**src/rtl/deq_pkg.sv**
```systemverilog
// Package for the double-ended queue: command and status codes and the
// control group broadcast to the storage cells. No dependencies.
`timescale 1ns / 1ps

package deq_pkg;

	// Fixed field widths of a command beat and a response beat
	localparam int unsigned CMD_W    = 3;
	localparam int unsigned INDEX_W  = 4;
	localparam int unsigned STATUS_W = 2;

	typedef enum logic [CMD_W-1:0] {
		CMD_PUSH_BACK  = 3'd0,
		CMD_PUSH_FRONT = 3'd1,
		CMD_POP_BACK   = 3'd2,
		CMD_POP_FRONT  = 3'd3,
		CMD_PEEK_FRONT = 3'd4,
		CMD_PEEK_BACK  = 3'd5,
		CMD_READ_IDX   = 3'd6,
		CMD_WRITE_IDX  = 3'd7
	} cmd_t;

	typedef enum logic [STATUS_W-1:0] {
		ST_OK    = 2'd0,
		ST_EMPTY = 2'd1,
		ST_FULL  = 2'd2,
		ST_RANGE = 2'd3
	} status_t;

	// Per-cycle control shared by every cell of the chain
	typedef struct packed {
		logic shift_r;  // push front: every cell takes its left neighbor
		logic shift_l;  // pop front: every cell takes its right neighbor
		logic load;     // the cell at the target position takes the value
	} cell_ctrl_t;

endpackage

```
**src/rtl/deq_if.sv**
```systemverilog
// Handshake interfaces for the command and response channels.
// Depends on deq_pkg for the fixed field widths.
`timescale 1ns / 1ps

interface deq_cmd_if #(
	parameter int DATA_WIDTH = 32
) ();
	logic                                valid;
	logic                                ready;
	logic [deq_pkg::CMD_W-1:0]           command;
	logic signed [DATA_WIDTH-1:0]        value;
	logic [deq_pkg::INDEX_W-1:0]         index;

	modport source (output valid, command, value, index, input ready);
	modport sink   (input valid, command, value, index, output ready);
endinterface

interface deq_rsp_if #(
	parameter int DATA_WIDTH = 32,
	parameter int CNT_W      = 5
) ();
	logic                                valid;
	logic                                ready;
	logic signed [DATA_WIDTH-1:0]        data;
	logic [CNT_W-1:0]                    count;
	logic [deq_pkg::STATUS_W-1:0]        status;

	modport source (output valid, data, count, status, input ready);
	modport sink   (input valid, data, count, status, output ready);
endinterface

```
**src/rtl/deq_cell.sv**
```systemverilog
// One storage cell of the queue chain: holds the element at a fixed logical
// position and trades data with its neighbors. Depends on deq_pkg.
`timescale 1ns / 1ps

module deq_cell #(
	parameter int DATA_WIDTH = 32,
	parameter int CNT_W      = 5,
	parameter int POS        = 0
) (
	input  logic                      clk,
	input  deq_pkg::cell_ctrl_t       ctrl,
	input  logic [CNT_W-1:0]          tgt_pos,
	input  logic [DATA_WIDTH-1:0]     value,
	input  logic [DATA_WIDTH-1:0]     left_data,
	input  logic [DATA_WIDTH-1:0]     right_data,
	output logic [DATA_WIDTH-1:0]     data
);

	logic [DATA_WIDTH-1:0] elem_q;
	logic                  here;

	assign here = (tgt_pos == CNT_W'(POS));

	// Shift toward the back, shift toward the front, or local write
	always_ff @(posedge clk) begin
		if (ctrl.shift_r) begin
			elem_q <= left_data;
		end else if (ctrl.shift_l) begin
			elem_q <= right_data;
		end else if (ctrl.load && here) begin
			elem_q <= value;
		end
	end

	assign data = elem_q;

endmodule

```
**src/rtl/double_ended_queue.sv**
```systemverilog
// Double-ended queue top level: control, cell chain and response register.
// Depends on deq_pkg, deq_cmd_if / deq_rsp_if and deq_cell.
//
// Usage:
//   cmd  : command beats (command, value, index), valid/ready handshake.
//   rsp  : one response beat per command (data, count, status).
//   Elements sit in a chain of DEPTH cells in logical order; cell 0 is the
//   front. Push front and pop front shift the whole chain by one cell at
//   once; push back and index writes load one cell in place.
//   The response is registered and appears in the cycle after the command is accepted.
//   Throughput: one command per cycle while the receiver takes responses; every command is a single
//   read-modify-write of the chain plus the count register.
//   The response register frees up in the cycle its beat is taken, so a
//   new command is accepted while the previous response is being consumed.
//   When the receiver stalls, cmd.ready drops and the pending response
//   holds. Reset empties the queue (count zero) and drops rsp.valid;
//   cell contents are not cleared and are never read before written.
//   data is zero for pushes, pops, index writes and failed commands.
`timescale 1ns / 1ps

module double_ended_queue #(
	parameter int DEPTH      = 16,
	parameter int DATA_WIDTH = 32
) (
	input  logic  clk,
	input  logic  arst_n,
	deq_cmd_if.sink   cmd,
	deq_rsp_if.source rsp
);

	localparam int CNT_W = $clog2(DEPTH + 1);
	localparam int CMP_W = (CNT_W > deq_pkg::INDEX_W) ? CNT_W : deq_pkg::INDEX_W;

	// Queue state
	logic [CNT_W-1:0]          count_q;

	// Response register
	logic                      rsp_valid_q;
	logic [DATA_WIDTH-1:0]     rsp_data_q;
	logic [CNT_W-1:0]          rsp_count_q;
	deq_pkg::status_t          rsp_status_q;

	// Control decode
	logic                      accept;
	logic                      full;
	logic                      empty;
	logic                      idx_ok;
	deq_pkg::cmd_t             op;
	deq_pkg::cell_ctrl_t       ctrl;
	deq_pkg::cell_ctrl_t       ctrl_gated;
	logic [CNT_W-1:0]          tgt_pos;
	logic [CNT_W-1:0]          rd_pos;
	logic                      rd_en;
	logic                      inc;
	logic                      dec;
	deq_pkg::status_t          status;
	logic [DATA_WIDTH-1:0]     rd_data;

	logic [DATA_WIDTH-1:0]     cell_data [DEPTH];

	assign cmd.ready = !rsp_valid_q || rsp.ready;
	assign accept    = cmd.valid && cmd.ready;

	assign op     = deq_pkg::cmd_t'(cmd.command);
	assign full   = (count_q == CNT_W'(DEPTH));
	assign empty  = (count_q == '0);
	assign idx_ok = (CMP_W'(cmd.index) < CMP_W'(count_q));

	// Command decode against the current state
	always_comb begin
		ctrl    = '0;
		tgt_pos = '0;
		rd_pos  = '0;
		rd_en   = 1'b0;
		inc     = 1'b0;
		dec     = 1'b0;
		status  = deq_pkg::ST_OK;
		unique case (op)
			deq_pkg::CMD_PUSH_BACK: begin
				if (full) begin
					status = deq_pkg::ST_FULL;
				end else begin
					ctrl.load = 1'b1;
					tgt_pos   = count_q;
					inc       = 1'b1;
				end
			end
			deq_pkg::CMD_PUSH_FRONT: begin
				if (full) begin
					status = deq_pkg::ST_FULL;
				end else begin
					ctrl.shift_r = 1'b1;
					inc          = 1'b1;
				end
			end
			deq_pkg::CMD_POP_BACK: begin
				if (empty) begin
					status = deq_pkg::ST_EMPTY;
				end else begin
					dec = 1'b1;
				end
			end
			deq_pkg::CMD_POP_FRONT: begin
				if (empty) begin
					status = deq_pkg::ST_EMPTY;
				end else begin
					ctrl.shift_l = 1'b1;
					dec          = 1'b1;
				end
			end
			deq_pkg::CMD_PEEK_FRONT: begin
				if (empty) begin
					status = deq_pkg::ST_EMPTY;
				end else begin
					rd_en = 1'b1;
				end
			end
			deq_pkg::CMD_PEEK_BACK: begin
				if (empty) begin
					status = deq_pkg::ST_EMPTY;
				end else begin
					rd_en  = 1'b1;
					rd_pos = count_q - CNT_W'(1);
				end
			end
			deq_pkg::CMD_READ_IDX: begin
				if (!idx_ok) begin
					status = deq_pkg::ST_RANGE;
				end else begin
					rd_en  = 1'b1;
					rd_pos = CNT_W'(CMP_W'(cmd.index));
				end
			end
			deq_pkg::CMD_WRITE_IDX: begin
				if (!idx_ok) begin
					status = deq_pkg::ST_RANGE;
				end else begin
					ctrl.load = 1'b1;
					tgt_pos   = CNT_W'(CMP_W'(cmd.index));
				end
			end
			default: begin
				status = deq_pkg::ST_OK;
			end
		endcase
	end

	assign ctrl_gated = accept ? ctrl : '0;

	// Cell chain; cell 0 takes the new value on a front push
	for (genvar i = 0; i < DEPTH; i++) begin : g_cell
		logic [DATA_WIDTH-1:0] left_d;
		logic [DATA_WIDTH-1:0] right_d;

		if (i == 0) begin : g_first
			assign left_d = cmd.value;
		end else begin : g_mid_l
			assign left_d = cell_data[i-1];
		end

		if (i == DEPTH - 1) begin : g_last
			assign right_d = '0;
		end else begin : g_mid_r
			assign right_d = cell_data[i+1];
		end

		deq_cell #(
			.DATA_WIDTH (DATA_WIDTH),
			.CNT_W      (CNT_W),
			.POS        (i)
		) u_cell (
			.clk        (clk),
			.ctrl       (ctrl_gated),
			.tgt_pos    (tgt_pos),
			.value      (cmd.value),
			.left_data  (left_d),
			.right_data (right_d),
			.data       (cell_data[i])
		);
	end

	// Read select: AND-OR over the cells
	always_comb begin
		rd_data = '0;
		for (int i = 0; i < DEPTH; i++) begin
			if (rd_pos == CNT_W'(i)) begin
				rd_data = rd_data | cell_data[i];
			end
		end
		if (!rd_en) begin
			rd_data = '0;
		end
	end

	// Element count
	always_ff @(posedge clk or negedge arst_n) begin
		if (!arst_n) begin
			count_q <= '0;
		end else if (accept) begin
			if (inc) begin
				count_q <= count_q + CNT_W'(1);
			end else if (dec) begin
				count_q <= count_q - CNT_W'(1);
			end
		end
	end

	// Response valid
	always_ff @(posedge clk or negedge arst_n) begin
		if (!arst_n) begin
			rsp_valid_q <= 1'b0;
		end else if (accept) begin
			rsp_valid_q <= 1'b1;
		end else if (rsp.ready) begin
			rsp_valid_q <= 1'b0;
		end
	end

	// Response payload
	always_ff @(posedge clk) begin
		if (accept) begin
			rsp_data_q   <= rd_data;
			rsp_status_q <= status;
			if (inc) begin
				rsp_count_q <= count_q + CNT_W'(1);
			end else if (dec) begin
				rsp_count_q <= count_q - CNT_W'(1);
			end else begin
				rsp_count_q <= count_q;
			end
		end
	end

	assign rsp.valid  = rsp_valid_q;
	assign rsp.data   = rsp_data_q;
	assign rsp.count  = rsp_count_q;
	assign rsp.status = rsp_status_q;

endmodule

```
**src/flat_wrapper.sv**
```systemverilog
// flat-port wrapper written by rule: the top's interface ports become plain ports
module double_ended_queue_flat 
#(
	parameter int DEPTH      = 16,
	parameter int DATA_WIDTH = 32
)
  (clk, arst_n, cmd_valid, cmd_command, cmd_value, cmd_index, cmd_ready, rsp_valid, rsp_data, rsp_count, rsp_status, rsp_ready);
  deq_cmd_if #(.DATA_WIDTH(DATA_WIDTH)) cmd_i ();
  deq_rsp_if #(.DATA_WIDTH(DATA_WIDTH), .CNT_W(($clog2(DEPTH + 1)))) rsp_i ();
  input  logic clk;
  input  logic arst_n;
  input wire logic [$bits(cmd_i.valid)-1:0] cmd_valid;
  input wire logic [$bits(cmd_i.command)-1:0] cmd_command;
  input wire logic [$bits(cmd_i.value)-1:0] cmd_value;
  input wire logic [$bits(cmd_i.index)-1:0] cmd_index;
  output wire logic [$bits(cmd_i.ready)-1:0] cmd_ready;
  output wire logic [$bits(rsp_i.valid)-1:0] rsp_valid;
  output wire logic [$bits(rsp_i.data)-1:0] rsp_data;
  output wire logic [$bits(rsp_i.count)-1:0] rsp_count;
  output wire logic [$bits(rsp_i.status)-1:0] rsp_status;
  input wire logic [$bits(rsp_i.ready)-1:0] rsp_ready;
  assign cmd_i.valid = cmd_valid;
  assign cmd_i.command = cmd_command;
  assign cmd_i.value = cmd_value;
  assign cmd_i.index = cmd_index;
  assign cmd_ready = cmd_i.ready;
  assign rsp_valid = rsp_i.valid;
  assign rsp_data = rsp_i.data;
  assign rsp_count = rsp_i.count;
  assign rsp_status = rsp_i.status;
  assign rsp_i.ready = rsp_ready;
  double_ended_queue #(.DEPTH(DEPTH), .DATA_WIDTH(DATA_WIDTH)) u_core (.clk(clk), .arst_n(arst_n), .cmd(cmd_i), .rsp(rsp_i));
endmodule
```
**config.mk**
```make
export PLATFORM = sky130hd
export DESIGN_NAME = double_ended_queue_flat
export DESIGN_NICKNAME = d
export VERILOG_FILES = /design/src/rtl/deq_pkg.sv /design/src/rtl/deq_if.sv /design/src/rtl/deq_cell.sv /design/src/rtl/double_ended_queue.sv /design/src/flat_wrapper.sv
export SDC_FILE = /design/constraint.sdc
export NUM_CORES = 1
export LEC_CHECK = 0
export ABC_AREA = 1
export ABC_CLOCK_PERIOD_IN_PS = 6100
export BUFFER_PORTS_ARGS = -buffer_cell sky130_fd_sc_hd__buf_2
export CAP_MARGIN = 10
export CORE_MARGIN = 5
export CORE_UTILIZATION = 25
export DETAILED_ROUTE_END_ITERATION = 10
export GPL_TIMING_DRIVEN = 0
export PLACE_DENSITY = 0.36
export SLEW_MARGIN = 5
export SYNTH_ARGS = -nofsm -noshare
export SYNTH_HDL_FRONTEND = slang
export SYNTH_SLANG_ARGS = --single-unit
```
**constraint.sdc**
```tcl
create_clock -name clk -period 6.1 [get_ports clk]
set_clock_uncertainty 0.15 [all_clocks]
set_input_delay 0.305 -clock clk [delete_from_list [all_inputs] [get_ports clk]]
set_output_delay 0.305 -clock clk [all_outputs]
set_load 0.05 [all_outputs]
```
==> impl_metrics.env <==
export IMPL_antenna_found_initial=5
export IMPL_grt_pass1_wl_mm=242
export IMPL_grt_max_degree=37
export IMPL_ctsResizeCount=0
export IMPL_wl_per_cell_um=34.0
export IMPL_top_layer="met4"
export IMPL_required_ns=6.35
export IMPL_cts_sinks=557
export IMPL_dieHeight_um=354
export IMPL_io_pins=84
export IMPL_relSlewSlack_pct=16.5
export IMPL_power_density_nw_per_um2=365
export IMPL_r2r_start="u_core.count_q[0]"
export IMPL_sw_frac_of_total_pct=39.6
export IMPL_r2r_end="u_core.g_cell[6].u_cell.data[8]"
export IMPL_synth_avg_cell_area_sq_um=8.38
export IMPL_worst_slew_pin_slew_ns=1.25
export IMPL_drt_pass1_iter_count=6
export IMPL_leakagePower_nw=13.6
export IMPL_wl_met1_mm=76.3
export IMPL_gp_congestion=0.913
export IMPL_power_switching_mw=5.16
export IMPL_async_flop_share_pct=1.08
export IMPL_cap_violations=0
export IMPL_ys_seq_area_share_pct=56.3
export IMPL_vias=29400
export IMPL_crit_chain="inv_1, ha_1, nor3b_4, nand2_1, nand3_1, nand2_1, inv_1, buf_2, clkbuf_1, o21ai_4, buf_16, buf_16, buf_16"
export IMPL_p_int_mw=7.87
export IMPL_cp_num_cells=13
export IMPL_die_area_sq_um=126000
export IMPL_dpl_cell_count=5188
export IMPL_grtUsageTotal_pct=28.0
export IMPL_min_to="u_core.rsp.status[0]"
export IMPL_ir_worst_vdd_mv=0.234
export IMPL_end_kind="flop"
export IMPL_ys_warn_count=0
export IMPL_core_area_sq_um=118000
export IMPL_finalCritPeriodShare_pct=81.3
export IMPL_htreeDepth=3
export IMPL_vias_per_cell=5.49
export IMPL_grt_setup_unrepaired="no"
export IMPL_gr_total_overflow=0
export IMPL_final_nets=3816
export IMPL_synth_area_sq_um=29600
export IMPL_drtAntennaViolNets=0
export IMPL_arrival_ns=5.21
export IMPL_final_cells=5364
export IMPL_clkTransAtPathRegs_ns=0.06
export IMPL_clock_root_buffer="clkbuf_16"
export IMPL_finalSetupViolations=0
export IMPL_crit_family="buffers and inverters"
export IMPL_ys_flop_type="edfxtp_1"
export IMPL_seq_power_share_pct=37.0
export IMPL_cts_buffers_inserted=74
export IMPL_cp_num_buf_inv=7
export IMPL_cpPeakStageDelay_ns=0.91
export IMPL_synth_area_top_cells="edfxtp_1 56%, nand2_1 17%, nand3_1 16%"
export IMPL_multiInputGateArea_sq_um=11700
export IMPL_status="finished, final reports clean"
export IMPL_first_global_vias=28000
export IMPL_synth_edf_count=551
export IMPL_cts_buffer_depth=3
export IMPL_syn_nets=3585
export IMPL_rrSetupSlack_ns=1.14
export IMPL_slowest_stage="clkbuf_1"
export IMPL_hpwl_mm=124
export IMPL_utilization_pct=30.3
export IMPL_clkLatencyLatePin_ns=0.68
export IMPL_drv_slew=0
export IMPL_worst_path_max_fanout=10
export IMPL_path_common_cell="buf_16"
export IMPL_ys_ff_latch=557
export IMPL_netlist_top_cell_by_area="edfxtp_1"
export IMPL_register_area_sq_um=16700
export IMPL_r2r_cells=13
export IMPL_worstHoldPathCells=5
export IMPL_detail_route_wirelength_mm=182
export IMPL_fp_dieW_um=354
export IMPL_syn_instance_count=3536
export IMPL_start_kind="flop"
export IMPL_rows=126
export IMPL_drc=0
export IMPL_ys_types=31
export IMPL_drive_gt1_share_pct=9.80
export IMPL_fin_crit_ns=4.96
export IMPL_cts_tree="done"
export IMPL_yosysTopAreaCellShare_pct=55.8
export IMPL_fillers=12700
export IMPL_pwr_share_clk_pct=34.3
export IMPL_wl_met3_mm=15.6
export IMPL_dr_first_iter_drc_count=4085
export IMPL_fmax_mhz=202
export IMPL_io_buffers=82
export IMPL_met2_length_mm=80.8
export IMPL_start_util_pct=25.1
export IMPL_syn2layout_area_growth_pct=20.4
export IMPL_worstHoldStart="cmd_command[2]"
export IMPL_combPwrFrac_pct=28.7
export IMPL_path_class="flop to flop"
export IMPL_hp_class="input pin to flop"
export IMPL_hold_viol_final=0
## synth_stat cells (all sizes together) (4+ instances only)
cell,instances
inv,72
o22ai,4
a21oi,5
nand2,1359
nand3,937
clkbuf,135
nand4,8
o21ai,58
o211ai,32
dfrtp,6
ha,6
nor2,220
edfxtp,551
xor2,6
buf,126
## cell type report
cell class | count | area share, %
antenna | 2 | 0.0140
buffer | 261 | 3.31
clock buffer | 105 | 5.75
clock inverter | 30 | 0.796
inverter | 72 | 0.757
multi-input combinational | 2646 | 32.8
sequential | 557 | 46.8
tap | 1536 | 5.39
timing repair buffer | 155 | 4.43
## worst max path at each step
stage                                 start                                to  slack (ns)
after global placement    u_core.count_q[2]  u_core.g_cell[5].u_cell.data[24]       -3.22
after global routing      u_core.count_q[0]   u_core.g_cell[6].u_cell.data[8]        0.96
after CTS                 u_core.count_q[0]   u_core.g_cell[6].u_cell.data[8]        1.17
after detailed placement  u_core.count_q[0]  u_core.g_cell[6].u_cell.data[16]        1.20
final                     u_core.count_q[0]   u_core.g_cell[6].u_cell.data[8]        1.14
after floorplan           u_core.count_q[2]  u_core.g_cell[12].u_cell.data[0]        1.43
## worst min-delay path: cells and delay by family
family          cells  cell delay (ns)
simple gates        2             0.13
buf+inv             2             0.22
compound gates      1             0.06
## power by group through the flow
| stage | Sequential, mW | Combinational, mW | Clock, mW |
|---|---|---|---|
| after detailed placement | 4.89 | 3.59 | 0 |
| after global placement | 4.97 | 3.47 | 0 |
| after CTS | 4.82 | 3.62 | 4.50 |
| final | 4.82 | 3.73 | 4.48 |
| after global routing | 4.85 | 3.77 | 4.66 |
| after floorplan | 4.99 | 1.47 | 0 |
## metrics by stage
| step | power, mW | hold slack (ns) | setup slack (ns) | cell area, sq um | TNS (ns) |
|---|---|---|---|---|---|
| finish | 13.0 | 0.0310 | 1.14 | 35700 | 0 |
| global route | 13.3 | 0.0647 | 0.957 | 35700 | 0 |
| CTS | 12.9 | 0.00725 | 1.17 | 35700 | 0 |
| detailed placement | 8.48 | 0.00104 | 1.20 | 32900 | 0 |
| global placement | 8.44 | 0.00231 | -3.22 | 32000 | -1543.53 |
| floorplan | 6.46 | -0.141 | 1.43 | 29600 | 0 |
## timing repair
item                      4_1_cts  5_1_grt
setup buffers                   0        0
hold endpoints to repair      112        0
hold buffers                   39        0
## metal layers
layer	track usage, %	vias to the layer above
li1	-	12500
met1	37.9	14900
met2	44.1	1642
met3	4.45	383
met4	13.0	0
met5	0	-
## kinds of logic (layout without fill, tap and decap cells)
kind of cell               Yosys count  in the layout  synth area share, %
AOI/OAI and AO/OA                  103            103                 2.10
xor gates and xnor gates             8              8                0.236
adders and majority gates            6              6                0.253
buffers and inverters              333            623                 4.86
DFF                                557            557                 56.3
other                                0              2                    0
and+or+nand+nor                   2529           2529                 36.2
## registers in the layout (all words and copies together), names as in the netlist
signal,count
u_core.rsp.valid,1
u_core.g_cell.u_cell.data,512
u_core.rsp.count,5
u_core.rsp.status,2
u_core.count_q,5
u_core.rsp.data,32
## placed cells by master (no fill, tap or decap), types with 5 or more instances in the layout
| cell | instances |
|---|---|
| nand2_1 | 1355 |
| nand3_1 | 936 |
| edfxtp_1 | 551 |
| nor2_1 | 216 |
| buf_2 | 189 |
| clkbuf_1 | 157 |
| clkbuf_16 | 77 |
| inv_1 | 65 |
| o21ai_0 | 41 |
| dlygate4sd3_1 | 39 |
| o211ai_1 | 32 |
| buf_12 | 19 |
| o21ai_4 | 16 |
| buf_4 | 16 |
| buf_16 | 14 |
| clkinv_1 | 11 |
| clkinv_2 | 9 |
| nand4_1 | 8 |
| inv_2 | 7 |
| xor2_1 | 6 |
| ha_1 | 6 |
| dfrtp_1 | 6 |
| a21oi_1 | 5 |
No activity file was read; power rests on OpenSTA's default activity.
